## src/hdl/asdg_pkg.sv

```systemverilog
// asdg_pkg: shared types, constants and helper functions for the steering delay generator
// used by every module in hdl; depends on nothing else
`timescale 1ns / 1ps

package asdg_pkg;

	// grid limits
	localparam int MAX_SIDE     = 8;
	localparam int MAX_ELEMENTS = 64;
	localparam int SIDE_W       = $clog2(MAX_SIDE);
	localparam int IDX_W        = $clog2(MAX_ELEMENTS);
	localparam int CNT_W        = IDX_W + 1;

	// field widths
	localparam int CFG_SIDE_W = 4;
	localparam int CFG_WORD_W = 16;
	localparam int ANGLE_W    = 16;
	localparam int DELAY_W    = 24;
	localparam int RAW_W      = 32;
	localparam int APB_ADDR_W = 4;
	localparam int APB_DATA_W = 32;

	// cordic
	localparam int CORDIC_STEPS = 15;
	localparam int STEP_W       = 4;
	localparam int CORDIC_W     = 20;
	localparam int ZACC_W       = 18;
	localparam logic signed [CORDIC_W-1:0] CORDIC_START = 20'sd39797;

	// datapath widths
	localparam int HALF_W = 6;
	localparam int T_W    = 27;
	localparam int MUL_W  = T_W + 17;
	localparam int PROD_W = MUL_W + 17;

	// register map, index is paddr[3:2]
	typedef enum logic [1:0] {
		REG_COLUMNS = 2'd0,
		REG_ROWS    = 2'd1,
		REG_SPACING = 2'd2,
		REG_SPM     = 2'd3
	} reg_idx_t;

	typedef struct packed {
		logic [CFG_SIDE_W-1:0] grid_columns;
		logic [CFG_SIDE_W-1:0] grid_rows;
		logic [CFG_WORD_W-1:0] element_spacing;
		logic [CFG_WORD_W-1:0] samples_per_metre;
	} cfg_t;

	typedef enum logic [3:0] {
		ST_IDLE,
		ST_CORD_AZ,
		ST_SAVE_AZ,
		ST_CORD_EL,
		ST_SAVE_EL,
		ST_CZ,
		ST_P1_T,
		ST_P1_MUL,
		ST_P1_RAW,
		ST_P1_MIN,
		ST_P2_RD,
		ST_P2_LD
	} state_t;

	// controller to datapath
	typedef struct packed {
		logic              load;
		logic              cord_step;
		logic [STEP_W-1:0] step;
		logic              save_az;
		logic              save_el;
		logic              calc_cz;
		logic              elem_clr;
		logic              calc_t;
		logic              calc_mul;
		logic              calc_raw;
		logic              upd_min;
		logic              elem_adv;
		logic              mem_rd;
		logic              out_ld;
	} cmd_t;

	// datapath to controller
	typedef struct packed {
		logic elem_last;
		logic out_free;
	} status_t;

	// arctangent of 2^-i in angle codes
	function automatic logic [13:0] arc_code(input logic [STEP_W-1:0] i);
		logic [13:0] r;
		case (i)
			4'd0:    r = 14'd8192;
			4'd1:    r = 14'd4836;
			4'd2:    r = 14'd2555;
			4'd3:    r = 14'd1297;
			4'd4:    r = 14'd651;
			4'd5:    r = 14'd326;
			4'd6:    r = 14'd163;
			4'd7:    r = 14'd81;
			4'd8:    r = 14'd41;
			4'd9:    r = 14'd20;
			4'd10:   r = 14'd10;
			4'd11:   r = 14'd5;
			4'd12:   r = 14'd3;
			4'd13:   r = 14'd1;
			4'd14:   r = 14'd1;
			default: r = 14'd0;
		endcase
		return r;
	endfunction

	// side count clamped to 1..MAX_SIDE
	function automatic logic [CFG_SIDE_W-1:0] side_clamp(input logic [CFG_SIDE_W-1:0] v);
		logic [CFG_SIDE_W-1:0] r;
		if (v == '0) begin
			r = CFG_SIDE_W'(1);
		end else if (v > CFG_SIDE_W'(MAX_SIDE)) begin
			r = CFG_SIDE_W'(MAX_SIDE);
		end else begin
			r = v;
		end
		return r;
	endfunction

endpackage

```

## src/hdl/asdg_regs.sv

```systemverilog
// asdg_regs: configuration registers behind an apb-style port
// depends on asdg_pkg
`timescale 1ns / 1ps

module asdg_regs (
	input  logic                             clk,
	input  logic                             arst_n,
	input  logic                             psel,
	input  logic                             penable,
	input  logic                             pwrite,
	input  logic [asdg_pkg::APB_ADDR_W-1:0]  paddr,
	input  logic [asdg_pkg::APB_DATA_W-1:0]  pwdata,
	output logic [asdg_pkg::APB_DATA_W-1:0]  prdata,
	output logic                             pready,
	output asdg_pkg::cfg_t                   cfg
);
	import asdg_pkg::*;

	cfg_t     cfg_q;
	reg_idx_t idx;
	logic     wr_en;

	assign idx    = reg_idx_t'(paddr[3:2]);
	assign wr_en  = psel && penable && pwrite;
	assign pready = 1'b1;
	assign cfg    = cfg_q;

	// register writes
	always_ff @(posedge clk or negedge arst_n) begin
		if (!arst_n) begin
			cfg_q.grid_columns      <= 4'd4;
			cfg_q.grid_rows         <= 4'd4;
			cfg_q.element_spacing   <= 16'd4096;
			cfg_q.samples_per_metre <= 16'd36762;
		end else if (wr_en) begin
			unique case (idx)
				REG_COLUMNS: cfg_q.grid_columns      <= pwdata[CFG_SIDE_W-1:0];
				REG_ROWS:    cfg_q.grid_rows         <= pwdata[CFG_SIDE_W-1:0];
				REG_SPACING: cfg_q.element_spacing   <= pwdata[CFG_WORD_W-1:0];
				REG_SPM:     cfg_q.samples_per_metre <= pwdata[CFG_WORD_W-1:0];
				default:     ;
			endcase
		end
	end

	// read mux
	always_comb begin
		unique case (idx)
			REG_COLUMNS: prdata = APB_DATA_W'(cfg_q.grid_columns);
			REG_ROWS:    prdata = APB_DATA_W'(cfg_q.grid_rows);
			REG_SPACING: prdata = APB_DATA_W'(cfg_q.element_spacing);
			REG_SPM:     prdata = APB_DATA_W'(cfg_q.samples_per_metre);
			default:     prdata = '0;
		endcase
	end

endmodule

```

## config.mk

```make
export PLATFORM = sky130hd
export DESIGN_NAME = asdg_regs
export DESIGN_NICKNAME = d
export VERILOG_FILES = /design/src/hdl/asdg_pkg.sv /design/src/hdl/asdg_regs.sv
export SDC_FILE = /design/constraint.sdc
export NUM_CORES = 1
export LEC_CHECK = 0
export ABC_CLOCK_PERIOD_IN_PS = 800
export CELL_PAD_IN_SITES_DETAIL_PLACEMENT = 1
export CELL_PAD_IN_SITES_GLOBAL_PLACEMENT = 2
export CORE_MARGIN = 2
export CORE_UTILIZATION = 29
export CTS_CLUSTER_DIAMETER = 30
export DETAILED_ROUTE_END_ITERATION = 8
export DONT_BUFFER_PORTS = 1
export PLACE_DENSITY = 0.72
export SETUP_SLACK_MARGIN = 0.1
export SLEW_MARGIN = 20
export SYNTH_ARGS = -nofsm -noshare
export SYNTH_HDL_FRONTEND = slang
export SYNTH_SLANG_ARGS = --single-unit
```

## constraint.sdc

```tcl
create_clock -name clk -period 0.8 [get_ports clk]
set_input_delay 0 -clock clk [delete_from_list [all_inputs] [get_ports clk]]
set_output_delay 0 -clock clk [all_outputs]
set_load 0.02 [all_outputs]
```

==> results.txt <==
Synth Instances = 139
Crit path largest cell delay = 560 ps
Power density cells = 2575 nW/um2
Pleak = 1.646 nW
Critical Path AT = 1260 ps
Initial core utilization = 30.06%
Critical Setup Path Class = reg -> out
Number of buffers created by CTS = 5
Total I/O pin count = 114
Largest register FFs = 40
Tightest Hold Check Type = in -> async
Crit path max fanout = 2
Reg clk slew, reported paths = 70 ps
Switching Share = 32.82%
Critical Path Sink Type = output port
Sequential cell area fraction in the yosys report = 49.75%
Layout Skew = 0 ps
Vias/cell = 4.358
Slack of the critical path = -457.0 ps
Placed Area = 2671 um2
Data required, critical path = 800 ps
Dpl hpwl = 3784 um
Reg2reg path depth = 2
Largest net degree at the start of global routing = 41
Max-Cap Viols = 0
Switch Pwr = 2.951 mW
Pre-CTS setup slack = -269.7 ps
PnR Total Power = 8.992 mW
P_int = 6.041 mW
Clock Tree Root = clkbuf_8
DR DRC count = 0
WL final = 6329 um
Pins over their slew limit = 0
Layout cells sized above 1 = 74.69%
First-pass GRT wire length = 9101 um
Chip height = 87.91 um
Setup violators final = 91
Buf/Inv on CP = 0
H-Tree Level Count = 2
Vias = 1486
Final period utilization = 157.1%
Status = finished, violations left
CTS tree = done
Row Count = 30
Clk_lat worst skew = 290 ps
Unrepaired setup endpoints after global routing = yes
Failing checks = hold timing, setup timing
Flops & latches, synth = 40
VDD IR-drop max = 1.245 mV
Syn_area_per_cell = 14.69 um2
Mapped Area = 2042 um2
Grt ovf = 0
Number of global-route vias before repair = 1638
Die X = 87.91 um
Routed Antenna Nets = 0
Final min period = 1257 ps
Final Hold Fails = 40
Antenna Cells = 0
Combinational share of power = 50.4%
Slowest-stage cell, CP = mux4_2
Die area = 7728 um2
Max Root-Sink Buffers = 2
Final instance area = 3492 um2
CP startpoint kind = flip-flop
Yosys cell types = 18
R2R Path End = cfg[35]
Routed len/inst = 18.56 um
Hold_buf cts = 16
First-pass iteration count of the detailed router = 3
Yosys warnings = 0
FF-to-FF Start = cfg[35]
Reg power frac = 34.2%
Area of the core = 6794 um2
NumNets Final = 285
Clock power frac = 15.4%
GP Congestion = 0.8084
GRT Util Overall = 15.96%
Area Overhead vs Synth = 71.02%
Fmax achieved = 795.6 MHz
Port-buffer cells = 0
Clock sinks = 40
Critical path's top delay family = multiplexers
Iter 0 DRT Violations = 39
Final hold slack = -606.7 ps
Cell count along the critical path = 1
R2R setup slack = -140 ps
Initial antenna violation count = 0
CP Cell Sequence = mux4_2
-- power groups by stage --
stage          logic, mW  clock network (mW)  registers, mW
2_1_floorplan       1.26                   0           3.57
4_1_cts             4.09                1.44           3.02
3_5_place_dp        3.12                   0           3.00
3_3_place_gp        3.05                   0           2.93
5_1_grt             4.78                1.53           3.13
6_report            4.53                1.38           3.08
-- how the worst max path moves through the flow --
stage          startpoint         to  slack [ps]
2_1_floorplan      pwrite    cfg[16]        -230
3_3_place_gp       pwrite    cfg[31]        -240
3_5_place_dp       pwrite    cfg[30]        -270
4_1_cts           cfg[35]  prdata[3]        -470
5_1_grt            cfg[2]  prdata[2]        -490
6_report           cfg[0]  prdata[0]        -460
-- what timing repair did --
item                                   in CTS  in global routing
pin swaps                                   0                  0
buffers inserted                           18                 27
resized for setup                          79                 40
setup endpoints to repair                  96                 96
endpoints found under the hold margin      80                 40
-- area by class of cell --
class                           instances  area [um2]
Multi-Input combinational cell         90        1062
Sequential cell                        40        1031
Tap cell                               96       120.1
Clock buffer                            8       90.09
Fill cell                             668        3302
Timing Repair Buffer                  107        1189
-- layer usage --
metal	up-vias	routed length (um)	track usage, %
li1	659	-	-
met1	748	2475	18.43
met2	73	3306	28.58
met3	6	491	5.655
met4	0	55	3.217
met5	-	0	0
-- synth_stat cells --
library cell / number / area (um2)
buf_12: 1 / 20.02
and3_4: 1 / 11.26
dfstp_2: 12 / 315.3
buf_4: 19 / 142.6
conb_1: 2 / 7.510
buf_2: 2 / 10.01
and3b_1: 1 / 8.760
mux2i_1: 12 / 120.1
mux4_2: 4 / 90.09
nand3b_1: 1 / 7.510
clkbuf_1: 1 / 3.750
mux2_2: 30 / 337.8
nand3_4: 1 / 17.52
dfrtp_1: 28 / 700.7
buf_6: 1 / 11.26
nor3b_2: 1 / 12.51
mux2_4: 10 / 150.1
nor2b_1: 12 / 75.07
-- per-stage QoR --
stage / instances / setup TNS, ps / util, %
floorplan: 154 / -6155 / -
global placement: 294 / -7237 / 39.32
detailed placement: 294 / -8021 / 39.32
CTS: 330 / -14040 / 48.69
global route: 341 / -17790 / 51.40
finish: 341 / -14810 / 51.40
-- cell families after synthesis --
group | share of synthesized area, %
buf+inv | 9.191
simple gates | 6.495
mux | 34.19
flops | 49.75
other cells | 0.3678
-- cell usage in the layout, fill, tap and decap left out --
cell,synthesis,routed
buf_6,1,82
mux2_4,10,35
conb_1,2,17
dfrtp_1,28,16
dlygate4sd3_1,0,16
dfrtp_2,0,12
dfstp_2,12,12
mux2i_1,12,9
nor2b_2,0,9
clkbuf_8,0,6
buf_4,19,6
mux2_2,30,5
mux4_2,4,4
nor2b_4,0,3
buf_12,1,3
mux2i_4,0,2
clkbuf_1,1,2
mux2i_2,0,1
and3_4,1,1
and3b_1,1,1
nand3_4,1,1
nor3b_2,1,1
nand3b_1,1,1
Power figures use the tool's default switching activity.
