`src/hdl/asdg_pkg.sv`:
```
// asdg_pkg: shared types, constants and helper functions for the steering delay generator
// used by every module in hdl; depends on nothing else
`timescale 1ns / 1ps

package asdg_pkg;

	// grid limits
	localparam int MAX_SIDE     = 8;
	localparam int MAX_ELEMENTS = 64;
	localparam int SIDE_W       = $clog2(MAX_SIDE);
	localparam int IDX_W        = $clog2(MAX_ELEMENTS);
	localparam int CNT_W        = IDX_W + 1;

	// field widths
	localparam int CFG_SIDE_W = 4;
	localparam int CFG_WORD_W = 16;
	localparam int ANGLE_W    = 16;
	localparam int DELAY_W    = 24;
	localparam int RAW_W      = 32;
	localparam int APB_ADDR_W = 4;
	localparam int APB_DATA_W = 32;

	// cordic
	localparam int CORDIC_STEPS = 15;
	localparam int STEP_W       = 4;
	localparam int CORDIC_W     = 20;
	localparam int ZACC_W       = 18;
	localparam logic signed [CORDIC_W-1:0] CORDIC_START = 20'sd39797;

	// datapath widths
	localparam int HALF_W = 6;
	localparam int T_W    = 27;
	localparam int MUL_W  = T_W + 17;
	localparam int PROD_W = MUL_W + 17;

	// register map, index is paddr[3:2]
	typedef enum logic [1:0] {
		REG_COLUMNS = 2'd0,
		REG_ROWS    = 2'd1,
		REG_SPACING = 2'd2,
		REG_SPM     = 2'd3
	} reg_idx_t;

	typedef struct packed {
		logic [CFG_SIDE_W-1:0] grid_columns;
		logic [CFG_SIDE_W-1:0] grid_rows;
		logic [CFG_WORD_W-1:0] element_spacing;
		logic [CFG_WORD_W-1:0] samples_per_metre;
	} cfg_t;

	typedef enum logic [3:0] {
		ST_IDLE,
		ST_CORD_AZ,
		ST_SAVE_AZ,
		ST_CORD_EL,
		ST_SAVE_EL,
		ST_CZ,
		ST_P1_T,
		ST_P1_MUL,
		ST_P1_RAW,
		ST_P1_MIN,
		ST_P2_RD,
		ST_P2_LD
	} state_t;

	// controller to datapath
	typedef struct packed {
		logic              load;
		logic              cord_step;
		logic [STEP_W-1:0] step;
		logic              save_az;
		logic              save_el;
		logic              calc_cz;
		logic              elem_clr;
		logic              calc_t;
		logic              calc_mul;
		logic              calc_raw;
		logic              upd_min;
		logic              elem_adv;
		logic              mem_rd;
		logic              out_ld;
	} cmd_t;

	// datapath to controller
	typedef struct packed {
		logic elem_last;
		logic out_free;
	} status_t;

	// arctangent of 2^-i in angle codes
	function automatic logic [13:0] arc_code(input logic [STEP_W-1:0] i);
		logic [13:0] r;
		case (i)
			4'd0:    r = 14'd8192;
			4'd1:    r = 14'd4836;
			4'd2:    r = 14'd2555;
			4'd3:    r = 14'd1297;
			4'd4:    r = 14'd651;
			4'd5:    r = 14'd326;
			4'd6:    r = 14'd163;
			4'd7:    r = 14'd81;
			4'd8:    r = 14'd41;
			4'd9:    r = 14'd20;
			4'd10:   r = 14'd10;
			4'd11:   r = 14'd5;
			4'd12:   r = 14'd3;
			4'd13:   r = 14'd1;
			4'd14:   r = 14'd1;
			default: r = 14'd0;
		endcase
		return r;
	endfunction

	// side count clamped to 1..MAX_SIDE
	function automatic logic [CFG_SIDE_W-1:0] side_clamp(input logic [CFG_SIDE_W-1:0] v);
		logic [CFG_SIDE_W-1:0] r;
		if (v == '0) begin
			r = CFG_SIDE_W'(1);
		end else if (v > CFG_SIDE_W'(MAX_SIDE)) begin
			r = CFG_SIDE_W'(MAX_SIDE);
		end else begin
			r = v;
		end
		return r;
	endfunction

endpackage

```
`src/hdl/asdg_ctrl.sv`:
```
// asdg_ctrl: sequencing state machine for trig, pass one and pass two
// depends on asdg_pkg
`timescale 1ns / 1ps

module asdg_ctrl (
	input  logic               clk,
	input  logic               arst_n,
	input  logic               in_valid,
	output logic               in_stall,
	input  asdg_pkg::status_t  status,
	output asdg_pkg::cmd_t     cmd
);
	import asdg_pkg::*;

	state_t            state_q, state_n;
	logic [STEP_W-1:0] step_q;
	logic              step_end;

	assign step_end = (step_q == STEP_W'(CORDIC_STEPS - 1));

	// cordic step counter
	always_ff @(posedge clk or negedge arst_n) begin
		if (!arst_n) begin
			step_q <= '0;
		end else if ((state_q == ST_CORD_AZ) || (state_q == ST_CORD_EL)) begin
			step_q <= step_end ? '0 : step_q + STEP_W'(1);
		end else begin
			step_q <= '0;
		end
	end

	always_ff @(posedge clk or negedge arst_n) begin
		if (!arst_n) begin
			state_q <= ST_IDLE;
		end else begin
			state_q <= state_n;
		end
	end

	// next state
	always_comb begin
		state_n = state_q;
		unique case (state_q)
			ST_IDLE:    if (in_valid) state_n = ST_CORD_AZ;
			ST_CORD_AZ: if (step_end) state_n = ST_SAVE_AZ;
			ST_SAVE_AZ: state_n = ST_CORD_EL;
			ST_CORD_EL: if (step_end) state_n = ST_SAVE_EL;
			ST_SAVE_EL: state_n = ST_CZ;
			ST_CZ:      state_n = ST_P1_T;
			ST_P1_T:    state_n = ST_P1_MUL;
			ST_P1_MUL:  state_n = ST_P1_RAW;
			ST_P1_RAW:  state_n = ST_P1_MIN;
			ST_P1_MIN:  state_n = status.elem_last ? ST_P2_RD : ST_P1_T;
			ST_P2_RD:   state_n = ST_P2_LD;
			ST_P2_LD: begin
				if (status.out_free) state_n = status.elem_last ? ST_IDLE : ST_P2_RD;
			end
			default:    state_n = ST_IDLE;
		endcase
	end

	// outputs
	always_comb begin
		cmd      = '0;
		cmd.step = step_q;
		in_stall = (state_q != ST_IDLE);
		unique case (state_q)
			ST_IDLE:    cmd.load = in_valid;
			ST_CORD_AZ: cmd.cord_step = 1'b1;
			ST_SAVE_AZ: cmd.save_az = 1'b1;
			ST_CORD_EL: cmd.cord_step = 1'b1;
			ST_SAVE_EL: cmd.save_el = 1'b1;
			ST_CZ: begin
				cmd.calc_cz  = 1'b1;
				cmd.elem_clr = 1'b1;
			end
			ST_P1_T:    cmd.calc_t = 1'b1;
			ST_P1_MUL:  cmd.calc_mul = 1'b1;
			ST_P1_RAW:  cmd.calc_raw = 1'b1;
			ST_P1_MIN: begin
				cmd.upd_min  = 1'b1;
				cmd.elem_clr = status.elem_last;
				cmd.elem_adv = !status.elem_last;
			end
			ST_P2_RD:   cmd.mem_rd = 1'b1;
			ST_P2_LD: begin
				cmd.out_ld   = status.out_free;
				cmd.elem_adv = status.out_free && !status.elem_last;
			end
			default:    ;
		endcase
	end

endmodule

```
`config.mk`:
```
export PLATFORM = sky130hd
export DESIGN_NAME = asdg_ctrl
export DESIGN_NICKNAME = d
export VERILOG_FILES = /design/src/hdl/asdg_pkg.sv /design/src/hdl/asdg_ctrl.sv
export SDC_FILE = /design/constraint.sdc
export NUM_CORES = 1
export LEC_CHECK = 0
export BUFFER_PORTS_ARGS = -buffer_cell sky130_fd_sc_hd__buf_2
export CAP_MARGIN = 10
export CORE_UTILIZATION = 41
export DETAILED_ROUTE_END_ITERATION = 8
export GPL_TIMING_DRIVEN = 0
export PLACE_DENSITY = 0.77
export SETUP_SLACK_MARGIN = 0.02
export SLEW_MARGIN = 20
export SYNTH_ARGS = -nofsm -noshare
export SYNTH_HDL_FRONTEND = slang
export SYNTH_SLANG_ARGS = --single-unit
export TNS_END_PERCENT = 30
```
`constraint.sdc`:
```
create_clock -name clk -period 1.5 [get_ports clk]
set_input_delay 0.3 -clock clk [delete_from_list [all_inputs] [get_ports clk]]
set_output_delay 0.3 -clock clk [all_outputs]
set_load 0.005 [all_outputs]
```
==> metrics.txt <==
# TYPE chip_impl_metric gauge
chip_impl_info{name="run_status",value="finished with violations"} 1
chip_impl_info{name="violated_checks",value="negative setup slack"} 1
chip_impl_info{name="worst_path_dominant_cell_family",value="simple AND/OR/NAND/NOR gates"} 1
chip_impl_metric{name="drt-wirelength-per-cell",unit="um"} 14.6
chip_impl_metric{name="worstPathRequired",unit="ns"} 1.20
chip_impl_metric{name="clkLatencyLatePin",unit="ns"} 0.25
chip_impl_info{name="crit_path_start",value="state_q[0]"} 1
chip_impl_metric{name="largest_net_degree_at_the_start_of_global_routing",unit=""} 11
chip_impl_metric{name="mappedNetlistArea",unit="sq um"} 564
chip_impl_info{name="holdCritPathClass",value="in2reg"} 1
chip_impl_metric{name="synth_enable_flop_cells",unit=""} 0
chip_impl_metric{name="timing.critical_path.slowest_cell_delay",unit="ns"} 0.55
chip_impl_metric{name="critPathArrivalTime",unit="ns"} 1.42
chip_impl_metric{name="crit_buf_inv",unit=""} 1
chip_impl_metric{name="placement.io_buffers",unit=""} 22
chip_impl_metric{name="finalNetCount",unit=""} 116
chip_impl_metric{name="synthesis.area_per_instance",unit="sq um"} 8.30
chip_impl_info{name="cp_cell_sequence",value="or4_4 -> nor2_2 -> buf_2"} 1
chip_impl_metric{name="ys_async_sr_fraction",unit="%"} 100
chip_impl_metric{name="number_of_antenna_violations_at_the_first_check_in_global_routing",unit=""} 0
chip_impl_metric{name="place_congestion",unit=""} 0.748
chip_impl_metric{name="grt_first_pass_wirelength",unit="um"} 2130
chip_impl_metric{name="post_route_cells_drive_above_1_share",unit="%"} 60.7
chip_impl_info{name="synth_top_cells_by_count",value="sky130_fd_sc_hd__nor2_1 (11), sky130_fd_sc_hd__dfrtp_1 (8), sky130_fd_sc_hd__nand2b_1 (5)"} 1
chip_impl_metric{name="worst_setup_hold_path_clk_slew",unit="ns"} 0.05
chip_impl_metric{name="totalWireLength",unit="um"} 1790
chip_impl_metric{name="syn-instance-count",unit=""} 68
chip_impl_info{name="yosys.cell_count.top_type",value="sky130_fd_sc_hd__nor2_1"} 1
chip_impl_metric{name="synth-seq-cells",unit=""} 8
chip_impl_metric{name="timing.fmax",unit="GHz"} 0.583
chip_impl_info{name="synth-main-ff-cell",value="sky130_fd_sc_hd__dfrtp_1"} 1
chip_impl_metric{name="dieArea",unit="sq um"} 1530
chip_impl_metric{name="core_footprint",unit="sq um"} 1280
chip_impl_metric{name="static-leakage-power",unit="nW"} 0.509
chip_impl_metric{name="tritoncts_num_sinks",unit=""} 8
chip_impl_metric{name="fp.dieW",unit="um"} 39.1
chip_impl_metric{name="worst_ir_drop_vdd",unit="mV"} 0.940
chip_impl_info{name="worst_setup_path_start_kind",value="flop"} 1
chip_impl_info{name="startpoint_of_the_lowest_slack_register_to_register_path",value="state_q[0]"} 1
chip_impl_metric{name="grt_pass1_vias",unit=""} 492
chip_impl_metric{name="worstHoldPathCells",unit=""} 3
chip_impl_metric{name="postLayoutCoreUtil",unit="%"} 77.4
chip_impl_metric{name="detail_route.vias_per_cell",unit=""} 5.42
chip_impl_metric{name="ys.warnings.count",unit=""} 0
chip_impl_metric{name="final_max_slew_violation_count",unit=""} 0
chip_impl_metric{name="worst_slew_margin_rel",unit="%"} 85.5
chip_impl_metric{name="drt_iter0_markers",unit=""} 7
chip_impl_metric{name="insertedDiodeCount",unit=""} 0
chip_impl_metric{name="final.setup_skew",unit="ns"} 0.00286
chip_impl_metric{name="detailroute.via_count",unit=""} 661
chip_impl_metric{name="period_needed",unit="ns"} 1.72
chip_impl_metric{name="globalRouteTotalUtil",unit="%"} 21.2
chip_impl_info{name="cp-end-kind",value="output port"} 1
chip_impl_metric{name="fp-row-count",unit=""} 13
chip_impl_metric{name="cp_num_cells",unit=""} 3
chip_impl_info{name="critPathKind",value="reg2out"} 1
chip_impl_metric{name="timing_hold_violations_final",unit=""} 0
chip_impl_metric{name="die_height",unit="um"} 39.1
chip_impl_metric{name="timing.final.crit_share",unit="%"} 114
chip_impl_metric{name="floorplan.initialDensity",unit="%"} 43.9
chip_impl_metric{name="worstRegToRegCells",unit=""} 5
chip_impl_metric{name="boundaryPins",unit=""} 23
chip_impl_metric{name="worst_slew_pin_slew",unit="ns"} 0.217
chip_impl_metric{name="drcViolationCount",unit=""} 0
chip_impl_metric{name="report.final.setup_viol",unit=""} 16
chip_impl_metric{name="hold-worst-slack",unit="ns"} 0.372
chip_impl_metric{name="antenna_violating_nets_post_route",unit=""} 0
chip_impl_metric{name="power.density_cell_area",unit="nW/um^2"} 1840
chip_impl_info{name="tritoncts_clock_tree",value="built"} 1
chip_impl_info{name="yosys-top-cells-area",value="sky130_fd_sc_hd__dfrtp_1 (35%), sky130_fd_sc_hd__nor2_1 (7.3%), sky130_fd_sc_hd__nand2b_1 (5.5%)"} 1
chip_impl_metric{name="cts-buffers-inserted",unit=""} 3
chip_impl_metric{name="cts-root-to-sink-buffers",unit=""} 2
chip_impl_metric{name="crit_fanout",unit=""} 3
chip_impl_info{name="critical-path-slowest-cell",value="sky130_fd_sc_hd__or4_4"} 1
chip_impl_metric{name="cts.htree.levels",unit=""} 1
chip_impl_info{name="clock-root-buffer",value="sky130_fd_sc_hd__clkbuf_4"} 1
chip_impl_info{name="hold_path_startpoint",value="in_valid"} 1
chip_impl_metric{name="grt_remaining_overflow",unit=""} 0
chip_impl_metric{name="layout-area-overhead-vs-synth",unit="%"} 76.3
chip_impl_metric{name="netlist.area_leader.share",unit="%"} 35.5
chip_impl_metric{name="seq_area_frac_synth",unit="%"} 35.5
chip_impl_metric{name="synth_cell_types",unit=""} 30
chip_impl_info{name="rsz0062_at_grt",value="yes"} 1
chip_impl_info{name="synthDominantAreaCellType",value="sky130_fd_sc_hd__dfrtp_1"} 1
chip_impl_metric{name="dpl.hpwl",unit="um"} 984
chip_impl_metric{name="postSynthNetCount",unit=""} 75
chip_impl_metric{name="drv_cap",unit=""} 0
chip_impl_metric{name="dr.pass1.iters",unit=""} 4
chip_impl_metric{name="worst_slack",unit="ns"} -0.216
registers in the layout, summed over array words and instances, names as in the netlist:
register,count
state_q,4
step_q,4
what timing repair did:
action                                  CTS  global route
endpoints found under the setup margin   17            17
gates resized for setup                  20            19
gates cloned                              0             1
hold buffers                              1             0
endpoints found under the hold margin     8             0
buffers inserted                          4            11
pin swaps                                 0             6
through the flow:
step / std cells / area (sq um) / worst slack (ns) / setup TNS (ns) / total power [mW]
after floorplan: 68 / 567 / 0.0340 / 0 / 0.838
after global placement: 105 / 696 / -0.0884 / -0.187 / 1.04
after detailed placement: 105 / 696 / -0.124 / -0.343 / 1.06
after CTS: 112 / 835 / -0.319 / -1.65 / 1.44
after global routing: 122 / 995 / -0.266 / -2.13 / 1.95
final: 122 / 995 / -0.216 / -1.21 / 1.83
metal layers:
layer	vias to the layer above	global-route usage [%]	part of all wire [%]
met5	-	0	0
li1	317	-	-
met2	29	41.3	50
met3	8	1.73	4.3
met1	307	23.2	42
met4	0	7.76	4.2
cells by family (layout without fill, tap and decap cells):
kind of cell / after synthesis / count (layout) / synth area share (%)
adders and majority gates: 2 / 2 / 4.43
AOI/OAI and AO/OA: 13 / 13 / 15.5
DFF: 8 / 8 / 35.5
xor gates and xnor gates: 2 / 2 / 3.10
buffers and inverters: 8 / 47 / 6.87
and+or+nand+nor: 35 / 35 / 34.6
layout make-up:
type	count	area, sq um
Multi-Input combinational cell	52	424
Fill cell	85	290
Timing Repair Buffer	39	285
Sequential cell	8	203
Buffer	2	30.0
Clock buffer	3	22.5
Tap cell	15	18.8
Inverter	3	11.3
path summary, 6_finish.rpt:
kind / endpoint / slack, ns
worst max-delay path: cmd[16] / -0.22
worst min-delay path: state_q[0] / 0.37
worst max register to register: state_q[2] / -0.11
worst min register to register: step_q[0] / 0.51
max in group asynchronous: state_q[3] / 0.90
min in group asynchronous: step_q[0] / 0.42
power by group:
| part | switching [mW] | internal (mW) |
|---|---|---|
| Clock | 0.0716 | 0.0915 |
| Sequential | 0.0665 | 0.294 |
| Combinational | 0.589 | 0.722 |
cells in the final DEF (no fill, tap or decap), types with 2 or more instances in the layout:
cell                       Yosys  routed
sky130_fd_sc_hd__buf_8         0       3
sky130_fd_sc_hd__nand2b_4      1       5
sky130_fd_sc_hd__a21oi_1       4       3
sky130_fd_sc_hd__nor3_2        0       4
sky130_fd_sc_hd__nor2_1       11       7
sky130_fd_sc_hd__ha_1          2       2
sky130_fd_sc_hd__inv_1         3       3
sky130_fd_sc_hd__clkbuf_4      0       3
sky130_fd_sc_hd__buf_4         0      11
sky130_fd_sc_hd__o21ai_1       2       2
sky130_fd_sc_hd__dfrtp_2       0       2
sky130_fd_sc_hd__nand2_1       4       2
sky130_fd_sc_hd__buf_2         1      22
sky130_fd_sc_hd__nor2_2        0       4
sky130_fd_sc_hd__buf_6         1       2
sky130_fd_sc_hd__nand3_1       2       2
sky130_fd_sc_hd__dfrtp_1       8       6
worst reg2reg max path, stage by stage (launching register included):
cell and delay, ns:
sky130_fd_sc_hd__dfrtp_1 0.39, sky130_fd_sc_hd__or4_4 0.55, sky130_fd_sc_hd__buf_4 0.16, sky130_fd_sc_hd__buf_4 0.13
sky130_fd_sc_hd__nand2b_4 0.12, sky130_fd_sc_hd__o2111a_1 0.15
(Power assumes the default switching activity.)
